[config.mk]
export PLATFORM = sky130hd
export DESIGN_NAME = bf4_ctrl
export DESIGN_NICKNAME = d
export VERILOG_FILES = /design/src/sv/bf4_pkg.sv /design/src/sv/bf4_ctrl.sv
export SDC_FILE = /design/constraint.sdc
export NUM_CORES = 1
export LEC_CHECK = 0
export ABC_AREA = 1
export BUFFER_PORTS_ARGS = -buffer_cell sky130_fd_sc_hd__buf_2
export CAP_MARGIN = 0
export CORE_UTILIZATION = 32
export DETAILED_ROUTE_END_ITERATION = 6
export GPL_TIMING_DRIVEN = 0
export SLEW_MARGIN = 5
export SYNTH_ARGS = -nofsm -noshare
export SYNTH_HDL_FRONTEND = slang
export SYNTH_SLANG_ARGS = --single-unit
[constraint.sdc]
create_clock -name aclk -period 3.18 [get_ports aclk]
set_clock_uncertainty 0.1 [all_clocks]
set_input_delay 0.954 -clock aclk [delete_from_list [all_inputs] [get_ports aclk]]
set_output_delay 0.954 -clock aclk [all_outputs]
set_load 0.005 [all_outputs]
[src/sv/bf4_pkg.sv]
// bf4_pkg: shared types and codes for the boundary fill engine
// command codes, controller states, command and status structs
// no dependencies
package bf4_pkg;

    localparam int COLOR_W = 24;
    localparam int COUNT_W = 15;
    localparam int CFG_IDX_W = 1;

    // register indexes on the configuration port
    localparam logic [CFG_IDX_W-1:0] REG_FILL_COLOR     = 1'd0;
    localparam logic [CFG_IDX_W-1:0] REG_BOUNDARY_COLOR = 1'd1;

    localparam logic [COLOR_W-1:0] FILL_COLOR_RESET     = 24'hFFFFFF;
    localparam logic [COLOR_W-1:0] BOUNDARY_COLOR_RESET = 24'h000000;

    typedef enum logic [1:0] {
        CMD_WRITE = 2'd0,
        CMD_READ  = 2'd1,
        CMD_FILL  = 2'd2
    } command_t;

    // neighbour order for pushes
    typedef enum logic [1:0] {
        DIR_RIGHT = 2'd0,
        DIR_LEFT  = 2'd1,
        DIR_DOWN  = 2'd2,
        DIR_UP    = 2'd3
    } dir_t;

    typedef enum logic [3:0] {
        ST_CLEAR,
        ST_IDLE,
        ST_EXEC,
        ST_FILL_INIT,
        ST_POP,
        ST_LATCH,
        ST_FETCH,
        ST_CHECK,
        ST_PUSH,
        ST_RESULT
    } state_t;

    typedef struct packed {
        logic load_in;
        logic clr_step;
        logic fill_init;
        logic pop;
        logic latch_cur;
        logic fetch;
        logic paint;
        logic push_nb;
        dir_t dir;
        logic wr_pixel;
        logic rd_pixel;
        logic load_result;
    } ctrl_cmd_t;

    typedef struct packed {
        logic [1:0] cmd;
        logic       in_frame;
        logic       sp_zero;
        logic       clr_last;
        logic       paint_ok;
        logic       out_free;
    } dp_status_t;

endpackage

[src/sv/bf4_ctrl.sv]
// bf4_ctrl: sequencer for clear pass, pixel access and fill loop
// depends on bf4_pkg
module bf4_ctrl
    import bf4_pkg::*;
(
    input  logic       aclk,
    input  logic       aresetn,
    input  logic       s_valid,
    output logic       s_ready,
    input  dp_status_t status,
    output ctrl_cmd_t  cmd
);

    state_t state_reg, state_next;
    dir_t   dir_reg, dir_next;

    always_ff @(posedge aclk) begin
        if (!aresetn) begin
            state_reg <= ST_CLEAR;
            dir_reg   <= DIR_RIGHT;
        end else begin
            state_reg <= state_next;
            dir_reg   <= dir_next;
        end
    end

    always_comb begin
        state_next = state_reg;
        dir_next   = dir_reg;
        case (state_reg)
            ST_CLEAR: begin
                if (status.clr_last) begin
                    state_next = ST_IDLE;
                end
            end
            ST_IDLE: begin
                if (s_valid) begin
                    state_next = ST_EXEC;
                end
            end
            ST_EXEC: begin
                if (status.cmd == CMD_FILL) begin
                    state_next = ST_FILL_INIT;
                end else begin
                    state_next = ST_RESULT;
                end
            end
            ST_FILL_INIT: state_next = ST_POP;
            ST_POP: begin
                if (status.sp_zero) begin
                    state_next = ST_RESULT;
                end else begin
                    state_next = ST_LATCH;
                end
            end
            ST_LATCH: state_next = ST_FETCH;
            ST_FETCH: state_next = ST_CHECK;
            ST_CHECK: begin
                dir_next = DIR_RIGHT;
                if (status.paint_ok) begin
                    state_next = ST_PUSH;
                end else begin
                    state_next = ST_POP;
                end
            end
            ST_PUSH: begin
                dir_next = dir_t'(dir_reg + 2'd1);
                if (dir_reg == DIR_UP) begin
                    state_next = ST_POP;
                end
            end
            ST_RESULT: begin
                if (status.out_free) begin
                    state_next = ST_IDLE;
                end
            end
            default: state_next = ST_IDLE;
        endcase
    end

    always_comb begin
        cmd     = '0;
        cmd.dir = dir_reg;
        s_ready = 1'b0;
        case (state_reg)
            ST_CLEAR: cmd.clr_step = 1'b1;
            ST_IDLE: begin
                s_ready     = 1'b1;
                cmd.load_in = s_valid;
            end
            ST_EXEC: begin
                cmd.wr_pixel = (status.cmd == CMD_WRITE);
                cmd.rd_pixel = (status.cmd == CMD_READ);
            end
            ST_FILL_INIT: cmd.fill_init = 1'b1;
            ST_POP:       cmd.pop = !status.sp_zero;
            ST_LATCH:     cmd.latch_cur = 1'b1;
            ST_FETCH:     cmd.fetch = 1'b1;
            ST_CHECK:     cmd.paint = status.paint_ok;
            ST_PUSH:      cmd.push_nb = 1'b1;
            ST_RESULT:    cmd.load_result = status.out_free;
            default: begin
                cmd = '0;
            end
        endcase
    end

endmodule

# Yosys cells after proc, flatten, opt, wreduce, memory -nomap -nowiden

Cells that the tools add are included.

Reductions and logical operators: 6
Multiplexer cells: 21
$add $sub $neg: 1
Equal/unequal tests: 16

Operators by type and width:

| cell                                                            | count |
|---|---|
| 4-bit one-hot mux with 10 select lines                          | 1 |
| 4-bit two-way mux                                               | 7 |
| 4-bit by 3-bit == test with 1-bit output, second input constant | 4 |
| 1-bit two-way mux                                               | 10 |
| 10-bit OR reduction                                             | 1 |
| 4-bit by 2-bit == test with 1-bit output, second input constant | 2 |
| 4-bit == test, second input constant                            | 2 |
| 2-bit inequality test, second input constant                    | 4 |
| 2-bit == test, second input constant                            | 2 |
| 4-bit by 1-bit == test with 1-bit output, second input constant | 1 |
| 4-bit logical NOT                                               | 1 |
| 2-bit two-way mux                                               | 2 |
| 2-bit one-hot mux with 2 select lines                           | 1 |
| 4-bit AND reduction                                             | 1 |
| 2-bit by 1-bit adder with 2-bit output, second input constant   | 1 |
| 2-bit by 1-bit == test with 1-bit output, second input constant | 1 |
| 2-bit logical NOT                                               | 1 |
| 2-bit nonzero test                                              | 1 |
| 1-bit logical NOT                                               | 1 |

Logic and storage cells: 46
Register bits after elaboration: 6
Output and inout port bits: 14
Input port bits: 10

# Depth between registers and ports, before layout

Gate-level depths: netlist (run 1).

Word-level depth: 3
Depth in mapped cells: 9
Gate-level depth less buffers: 8

# Worst setup path before layout (run 1)

OpenSTA, ideal clock, no wires.

Kind: input -> output
From: input status[0] in the netlist's numbering
To: output cmd[0] in the netlist's numbering
Path slack: 0.875 ns
Cell stages on the path: 2
Arrival time: 1.251 ns
Path buffers: 0
Data required time: 2.126 ns
Path through: inv_1 -> nor4_1

RTL lines:

| item               | RTL line       | text |
|---|---|---|
| start: declaration | bf4_ctrl.sv:10 | `input dp_status_t status,` |
| end: declaration   | bf4_ctrl.sv:11 | `output ctrl_cmd_t cmd` |

==> run metrics, run 1 <==
net count reported at finish=127; TritonCTS clock tree=done; worst endpoint required time=2.13 ns; CTS buffer count=3; setup TNS=0 ns; post-synth net total=100; Critical Path Fanout Max=2; fraction of layout cells with a size suffix above 1=34.2%; initial antenna violation count=0; max reg flops=4; Hold Fails Final Rpt=0; clock sinks=6; DRC violation total after the first TritonRoute iteration=9; Syn Inst Count=89; clock-pin transition on the worst setup and hold timing paths=0.04 ns; # diodes=0; chip width=41.9 µm; # hold bufs at CTS=0; H-Tree Depth=1; PwrDens=393 nW/µm²; DP Worst Slack=0.702 ns; top cell type by total area after synthesis=dfxtp_1; part of the cycle the worst path needs=78.3%; post-DR wirelength/cell=8.74 µm; top cell type's share of synthesized area=23.5%; core footprint=1510 µm²; Setup Buffers After CTS=0; first-pass GRT wire length=2040 µm; Mapped Avg Cell Area=5.74 µm²; CTS Root Cell=clkbuf_4; Netlist Area Pre-Place=510 µm²; largest net degree at the start of global routing=9; clock network fraction of design power=26.9%; die footprint=1760 µm²; switching power=0.0968 mW; Critical Setup Path Class=in -> out; Skew-Pair Late Insertion Delay=0.25 ns; area grow syn2layout=29.9%; height of the die=41.9 µm; synthesized flop and latch total=6; CTS Buffer Depth=2; filler cell count=169; Yosys warnings=0; num rows=14; Gate power share=37.6%; port bufs=22; post_cts resized=0; unrepaired setup endpoints after global routing=no; synth top area cells=dfxtp_1 24%, inv_1 13%, nand2_1 12%, nor2_2 9.8%, nor2_1 8.1%; Final Slew Violations=0; Yosys cell types=17; Final HPWL DP=938 µm; io pins=24; vias per std cell=4.68; Seq/Total Area, Yosys=23.5%; P_int=0.164 mW; Starting Density=33.9%; Worst slew margin=79.6%; DR vias=608; Arr. time, crit path=1.43 ns; routability cong.=0.779; Worst Setup Slack, final=0.691 ns; GRT overflow=0; Final setup viols=0; Reg power frac=35.6%; Routed WL=1140 µm; min-delay worst type=reg -> reg; ys async rst share=0%; r2r setup slk=1.87 ns; Post-synth EDFFs=0; top_reg_cell synth=dfxtp_1; Period minus WS final=2.49 ns; Remaining DRCs=0; Setup crit end kind=output port; all-layer global routing usage=15.4%; most numerous cell in the Yosys netlist=inv_1; commonest cells in the netlist=17 x inv_1, 16 x nand2_1, 11 x nor2_1; ANT nets after route=0; CP Launch Type=input pin; vias in the first global route=508; Fmax=402 MHz; status=complete, no violations; LEAKAGE=0.396 nW; Slew @ Worst Pin=0.306 ns; VDD IR-drop max=196 µV; sw frac=37.2%; drt pass-1 iters=4; MaxCap Viol Count=0
[critical path: stages]
cell and delay (ns):
buf_2 0.07, inv_1 0.04, nor4_1 0.21, buf_2 0.15
[routing by layer]
metal  track usage [%]  share of wire, %  vias up
li1                  -                 -      326
met3              6.52               5.5        0
met1              19.8                49      267
met4              5.81                 0        0
met5                 0                 0        -
met2              22.8                46       15
[kinds of logic (layout without fill, tap and decap cells)]
logic type      count (synthesis)  after routing  share of synthesized area, %
simple gates                   53             53                          49.0
buf+inv                        20             45                          16.2
compound gates                  9              9                          8.82
flops                           6              6                          23.5
fa+ha+maj                       1              1                          2.45
[final timing paths]
kind,from,endpoint,cells after the start
setup reg to reg,state_reg[2]$_SDFFE_PN0P_,state_reg[0]$_SDFFE_PN0P_,7
hold reg to reg,dir_reg[0]$_SDFFE_PN0P_,dir_reg[0]$_SDFFE_PN0P_,1
setup / recovery,status[0],cmd[0],4
hold / removal,dir_reg[0]$_SDFFE_PN0P_,dir_reg[0]$_SDFFE_PN0P_,1
[cell type report]
type	instances	area, µm²	share of cell area [%]
multi-input combinational	63	308	46.4
clock buffer	3	22.5	3.40
inverter	19	71.3	10.8
buffer	1	11.3	1.70
tap	16	20.0	3.02
timing repair buffer	22	110	16.6
sequential	6	120	18.1
[power by group through the flow]
stage	Sequential, mW	Clock [mW]	Combinational, mW
after global placement	0.0939	0	0.0974
after floorplan	0.0919	0	0.0689
after global routing	0.0946	0.0785	0.112
final	0.0927	0.0699	0.0978
after detailed placement	0.0940	0	0.0981
after CTS	0.0926	0.0733	0.0985
[cell usage in the layout, fill, tap and decap left out, drive strengths merged]
| cell | n |
|---|---|
| buf | 23 |
| inv | 19 |
| nand2 | 19 |
| nor2 | 19 |
| nand3 | 7 |
| dfxtp | 6 |
| o21ai | 5 |
| nor3 | 4 |
| a21oi | 4 |
| clkbuf | 3 |
| nor4 | 2 |
| or2 | 1 |
| nand4 | 1 |
| ha | 1 |
[per-stage QoR]
step | hold slack, ns | instance area [µm²] | power (mW) | util [%] | std cells
2_1_floorplan | 0.350 | 510 | 0.161 | - | 89
3_3_place_gp | 0.370 | 641 | 0.191 | 42.5 | 127
3_5_place_dp | 0.380 | 641 | 0.192 | 42.5 | 127
4_1_cts | 0.391 | 663 | 0.264 | 44.0 | 130
5_1_grt | 0.404 | 663 | 0.285 | 44.0 | 130
6_report | 0.382 | 663 | 0.260 | 44.0 | 130
Power figures use the tool's default switching activity.
==> run 2: changes to the inputs <==
--- a/config.mk
+++ b/config.mk
@@ -5,7 +5,7 @@
 export SDC_FILE = /design/constraint.sdc
 export NUM_CORES = 1
 export LEC_CHECK = 0
-export ABC_AREA = 1
+export ABC_AREA = 0
 export BUFFER_PORTS_ARGS = -buffer_cell sky130_fd_sc_hd__buf_2
 export CAP_MARGIN = 0
 export CORE_UTILIZATION = 32
==> constraint.sdc (replaced) <==
create_clock -name aclk -period 2.5 [get_ports aclk]
set_clock_uncertainty 0.1 [all_clocks]
set_input_delay 0.75 -clock aclk [delete_from_list [all_inputs] [get_ports aclk]]
set_output_delay 0.75 -clock aclk [all_outputs]
set_load 0.005 [all_outputs]
==> run 2 against run 1 <==
  * Synthesized cell count down 19%
  * Sequential cell count is the same
  * Die area decreased by 0.24%
  * Via count unchanged
  * Highest routed layer unchanged
  * Critical path depth is 1 higher
  * Total power is 9.2% lower
  * Non-clock buffer count rose by 4
  * Global-route usage is 1.2 points higher
==> run metrics, run 2 <==
status=complete, no violations; largest family of logic cells by synthesized area=simple AND/OR/NAND/NOR gates; post-synthesis mux area share=2.21%; CTS Root Cell=clkbuf_4; core footprint=1490 µm²; max reg flops=4; Hold Fails Final Rpt=0; chip width=41.9 µm; synth top area cells=dfxtp_1 24%, nand2b_1 7.4%, nor2_1 6.6%, and3_1 4.9%, buf_2 4.9%; post-synth net total=83; PwrDens=357 nW/µm²; first-pass GRT wire length=2370 µm; Period minus WS final=2.32 ns; ys async rst share=0%; commonest non-fill, non-tap cell in the layout=buf_2; post-DR wirelength/cell=12.0 µm; Critical Setup Path Class=reg -> out; die footprint=1750 µm²; met3 wire length=51 µm; Setup Buffers After CTS=0; clock-pin transition on the worst setup and hold timing paths=0.04 ns; Simple-Gate Fraction of Synth Area=39.1%; Worst slew margin=81.3%; Final setup viols=0; CTS buffer count=3; Fmax=432 MHz; TritonCTS clock tree=done; fraction of layout cells with a size suffix above 1=34.0%; height of the die=41.9 µm; CP max stage cell=nor4_1; largest net degree at the start of global routing=11; WP depth=5; Largest delay share family, worst path=simple AND/OR/NAND/NOR gates; routability cong.=0.737; vias per std cell=5.38; Mapped Avg Cell Area=7.07 µm²; DRC violation total after the first TritonRoute iteration=11; ANT nets after route=0; Multi-input gate area=349 µm²; xor/xnor share of the synthesized area=0%; initial antenna violation count=0; all-layer global routing usage=16.6%; Syn Inst Count=72; io pins=24; r2r worst-path depth=5; hold path cells=2; Final HPWL DP=1060 µm; cell mode on critical path=buf_2; DRT met1 WL=680 µm; Netlist Area Pre-Place=509 µm²; min-delay worst type=reg -> reg; LEAKAGE=0.340 nW; # hold bufs at CTS=0; vias in the first global route=546; commonest cells in the netlist=9 x nor2_1, 6 x dfxtp_1, 6 x nand2b_1; MaxCap Viol Count=0; DR vias=608; H-Tree Depth=1; clock sinks=6; Yosys cell types=29; setup TNS=0 ns; drt pass-1 iters=4; filler cell count=164; post_cts resized=0; Post-synth EDFFs=0; top cell type by total area after synthesis=dfxtp_1; metal2 WL=621 µm; CP Launch Type=register; register area=120 µm²; Setup crit end kind=output port; Critical Path Fanout Max=10; most frequent cells in the layout=27 x buf_2, 9 x nor2_1, 6 x nand2b_1, 6 x dfxtp_1; Final Slew Violations=0; Bufs and invs on worst path=3; part of the cycle the worst path needs=92.6%; Slew @ Worst Pin=0.278 ns; worst endpoint required time=1.65 ns; VDD IR-drop max=262 µV; CTS Buffer Depth=2; Arr. time, crit path=1.47 ns; top cell type's share of synthesized area=23.6%; net count reported at finish=110; Skew-Pair Late Insertion Delay=0.23 ns; highest metal used=met3; # diodes=0; port bufs=22; Routed WL=1350 µm; unrepaired setup endpoints after global routing=no; Post-Synth Adder-Cell Area=2.46%; Critical Path, Cell by Cell=buf_2, buf_2, nor4_1, nor2b_1, buf_2; area grow syn2layout=30.0%; most numerous cell in the Yosys netlist=nor2_1; top_reg_cell synth=dfxtp_1; synthesized flop and latch total=6; Remaining DRCs=0; Compound-Gate Fraction of Synth Area=24.8%; Min Hold Slack=0.412 ns; num rows=14; Starting Density=34.2%; Yosys warnings=0; CP peak stage delay=0.33 ns; GRT overflow=0; Seq/Total Area, Yosys=23.6%
## run 2: cell count changes after synthesis, moves of 2 or more
cell and delta:
inv_1 -14, and3b_1 +2, nand3_1 -4, and3_1 +4, nand2b_1 +6, and2_1 +2
nand2_2 -3, a21boi_0 +2, o21ai_1 -2, nand2_1 -13, nor2_2 -8, nor2_1 -2
buf_2 +5
## run 2: worst reg2reg max path: cells and delay by family, from the launching register on
family,cells,cell delay (ns)
AO/OA/AOI/OAI,2,0.32
buffers and inverters,1,0.20
flip-flops,1,0.35
AND/OR/NAND/NOR,2,0.35
## run 2: path summary, 6_finish.rpt
check                            startpoint  slack [ns]                   endpoint
setup / recovery  state_reg[3]$_SDFFE_PN0P_        0.18                     cmd[2]
hold / removal      dir_reg[1]$_SDFFE_PN0P_        0.41    dir_reg[1]$_SDFFE_PN0P_
setup reg to reg  state_reg[1]$_SDFFE_PN0P_        1.08  state_reg[2]$_SDFFE_PN0P_
hold reg to reg     dir_reg[1]$_SDFFE_PN0P_        0.41    dir_reg[1]$_SDFFE_PN0P_
## run 2: cells by family after synthesis
group,after synthesis
flops,6
buf+inv,9
mux,1
compound gates,18
fa+ha+maj,1
simple gates,37
## run 2: layout make-up
type                       instances  area share, %
inverter                           4           2.27
buffer                             5           3.78
timing repair buffer              22           16.6
clock buffer                       3           3.40
tap                               16           3.02
multi-input combinational         57           52.7
sequential                         6           18.1
## run 2: routing by layer
metal | vias to the layer above | global-route usage [%]
met5 | - | 0
met4 | 0 | 5.81
met3 | 0 | 1.30
met2 | 15 | 26.6
met1 | 280 | 23.3
li1 | 313 | -
## run 2: power breakdown
part           total (mW)  switching [mW]  internal (mW)
Clock              0.0840          0.0300         0.0540
Sequential          0.103         0.00401         0.0988
Combinational      0.0496          0.0273         0.0223
## run 2: through the flow
stage          util (%)  instance area, µm²  total power, mW  std cells  setup WS, ns
2_1_floorplan         -                 509            0.134         72         0.494
3_3_place_gp       42.9                 639            0.153        110         0.264
3_5_place_dp       42.9                 639            0.154        110         0.247
4_1_cts            44.5                 662            0.242        113         0.159
5_1_grt            44.5                 662            0.256        113       0.00789
6_report           44.5                 662            0.236        113         0.184
==> run 3: changes to the inputs <==
--- a/config.mk
+++ b/config.mk
@@ -8,9 +8,12 @@
 export ABC_AREA = 0
 export BUFFER_PORTS_ARGS = -buffer_cell sky130_fd_sc_hd__buf_2
 export CAP_MARGIN = 0
-export CORE_UTILIZATION = 32
+export CELL_PAD_IN_SITES_DETAIL_PLACEMENT = 1
+export CELL_PAD_IN_SITES_GLOBAL_PLACEMENT = 1
+export CORE_UTILIZATION = 29
 export DETAILED_ROUTE_END_ITERATION = 6
-export GPL_TIMING_DRIVEN = 0
+export GPL_TIMING_DRIVEN = 1
+export PLACE_DENSITY_LB_ADDON = 0.1
 export SLEW_MARGIN = 5
 export SYNTH_ARGS = -nofsm -noshare
 export SYNTH_HDL_FRONTEND = slang
==> run 3 against run 2 <==
  * The run now ends with DRC left
  * First-iteration DRC count is 36% lower
  * Hold slack got worse by 0.0018 ns
  * Clock-buffer cell count unchanged
  * Critical path type is now in -> out
  * Combinational power fell by 2%
  * Total power grew 1.7%
  * Design area shrank 0.19%
  * Largest power group unchanged
  * Register-to-register slack worse by 0.11 ns
  * Largest cell class unchanged
  * Clock power increased by 3.1%
  * Sequential share of layout area grew 0.22 points
  * Setup slack gained 0.042 ns
  * Non-clock buffer count fell by 2
  * Sequential cell count stayed put
==> run metrics, run 3 (synthesis gave the netlist of run 2 again) <==
setup TNS=0 ns; part of the cycle the worst path needs=91.0%; Routed WL=1530 µm; drt pass-1 iters=7; CTS Buffer Depth=2; worst endpoint required time=1.65 ns; Final Slew Violations=0; ANT nets after route=0; net count reported at finish=108; hold path cells=2; r2r worst-path depth=3; CTS buffer count=3; status=finished with violations; clock sinks=6; GRT overflow=0; failing checks=DRC; vias per std cell=5.54; Min Hold Slack=0.410 ns; unrepaired setup endpoints after global routing=no; area grow syn2layout=29.7%; CTS Root Cell=clkbuf_4; Fmax=440 MHz; Arr. time, crit path=1.42 ns; Hold Startpoint=dir_reg[1]$_SDFFE_PN0P_; PwrDens=364 nW/µm²; first-pass GRT wire length=2420 µm; Period minus WS final=2.27 ns; die footprint=1930 µm²; end of the worst hold path=dir_reg[1]$_SDFFE_PN0P_; initial antenna violation count=0; Slew @ Worst Pin=0.404 ns; filler cell count=221; commonest non-fill, non-tap cell in the layout=buf_2; Critical Setup Path Class=in -> out; DP Worst Slack=0.221 ns; Starting Density=32.3%; Worst Setup Slack, final=0.226 ns; clock-pin transition on the worst setup and hold timing paths=0.04 ns; routability cong.=0.756; Worst R2R End=dir_reg[0]$_SDFFE_PN0P_; max reg flops=4; io pins=24; Final HPWL DP=1190 µm; Critical Path Fanout Max=2; Worst slew margin=73.0%; worst r2r src=state_reg[2]$_SDFFE_PN0P_; MaxCap Viol Count=0; fraction of layout cells with a size suffix above 1=33.7%; core footprint=1580 µm²; Final setup viols=0; VDD IR-drop max=248 µV; largest net degree at the start of global routing=13; # diodes=0; chip width=43.9 µm; height of the die=43.9 µm; Skew-Pair Late Insertion Delay=0.24 ns; DR vias=615; num rows=14; DRC violation total after the first TritonRoute iteration=7; all-layer global routing usage=16.7%; CP Launch Type=input pin; vias in the first global route=562; min-delay worst type=reg -> reg; Hold Fails Final Rpt=0; most frequent cells in the layout=22 x buf_2, 9 x nor2_1, 6 x nand2b_1, 5 x dfxtp_1; port bufs=22; # hold bufs at CTS=0; H-Tree Depth=1; Setup Buffers After CTS=0; Setup crit end kind=output port; r2r setup slk=0.97 ns; LEAKAGE=0.329 nW; TritonCTS clock tree=done; post-DR wirelength/cell=13.8 µm; Remaining DRCs=1
run 3: what timing repair did:
item	in CTS	in global routing
gates resized for setup	0	1
hold endpoints to repair	0	0
setup endpoints to repair	0	1
run 3: worst max-delay path by stage:
stage                              start  slack, ns      to
6_report                       status[6]       0.23  cmd[2]
5_1_grt        state_reg[0]$_SDFFE_PN0P_       0.12  cmd[2]
4_1_cts        state_reg[1]$_SDFFE_PN0P_       0.16  cmd[2]
3_5_place_dp                   status[6]       0.22  cmd[2]
3_3_place_gp                   status[6]       0.29  cmd[2]
2_1_floorplan                  status[6]       0.49  cmd[2]
run 3: layer usage:
metal / share of wire (%) / vias to the layer above / track usage [%]
li1: - / 309 / -
met1: 48 / 285 / 20.8
met2: 45 / 19 / 29.3
met3: 5.9 / 2 / 1.25
met4: 0.39 / 0 / 7.27
met5: 0 / - / 0
run 3: area by class of cell:
class / count / area [µm²] / share of cell area, %
Multi-Input combinational cell: 57 / 349 / 52.8
Tap cell: 16 / 20.0 / 3.03
Inverter: 4 / 15.0 / 2.27
Clock buffer: 3 / 22.5 / 3.41
Timing Repair Buffer: 25 / 133 / 20.1
Sequential cell: 6 / 121 / 18.4
run 3: metrics by stage:
stage	instances	util (%)	instance area [µm²]	power (mW)
floorplan	72	-	509	0.134
global placement	108	40.4	637	0.154
detailed placement	108	40.4	637	0.156
CTS	111	41.8	659	0.249
global route	111	41.9	661	0.257
finish	111	41.9	661	0.241
run 3: worst max-delay path: stages:
cell and delay (ns):
buf_2 0.11, nor4_1 0.29, nor2b_1 0.17, buf_2 0.11
run 3: power breakdown:
group,switching (mW),total (mW),internal [mW]
combinational,0.0255,0.0488,0.0233
clock,0.0325,0.0866,0.0541
sequential,0.00630,0.105,0.0988
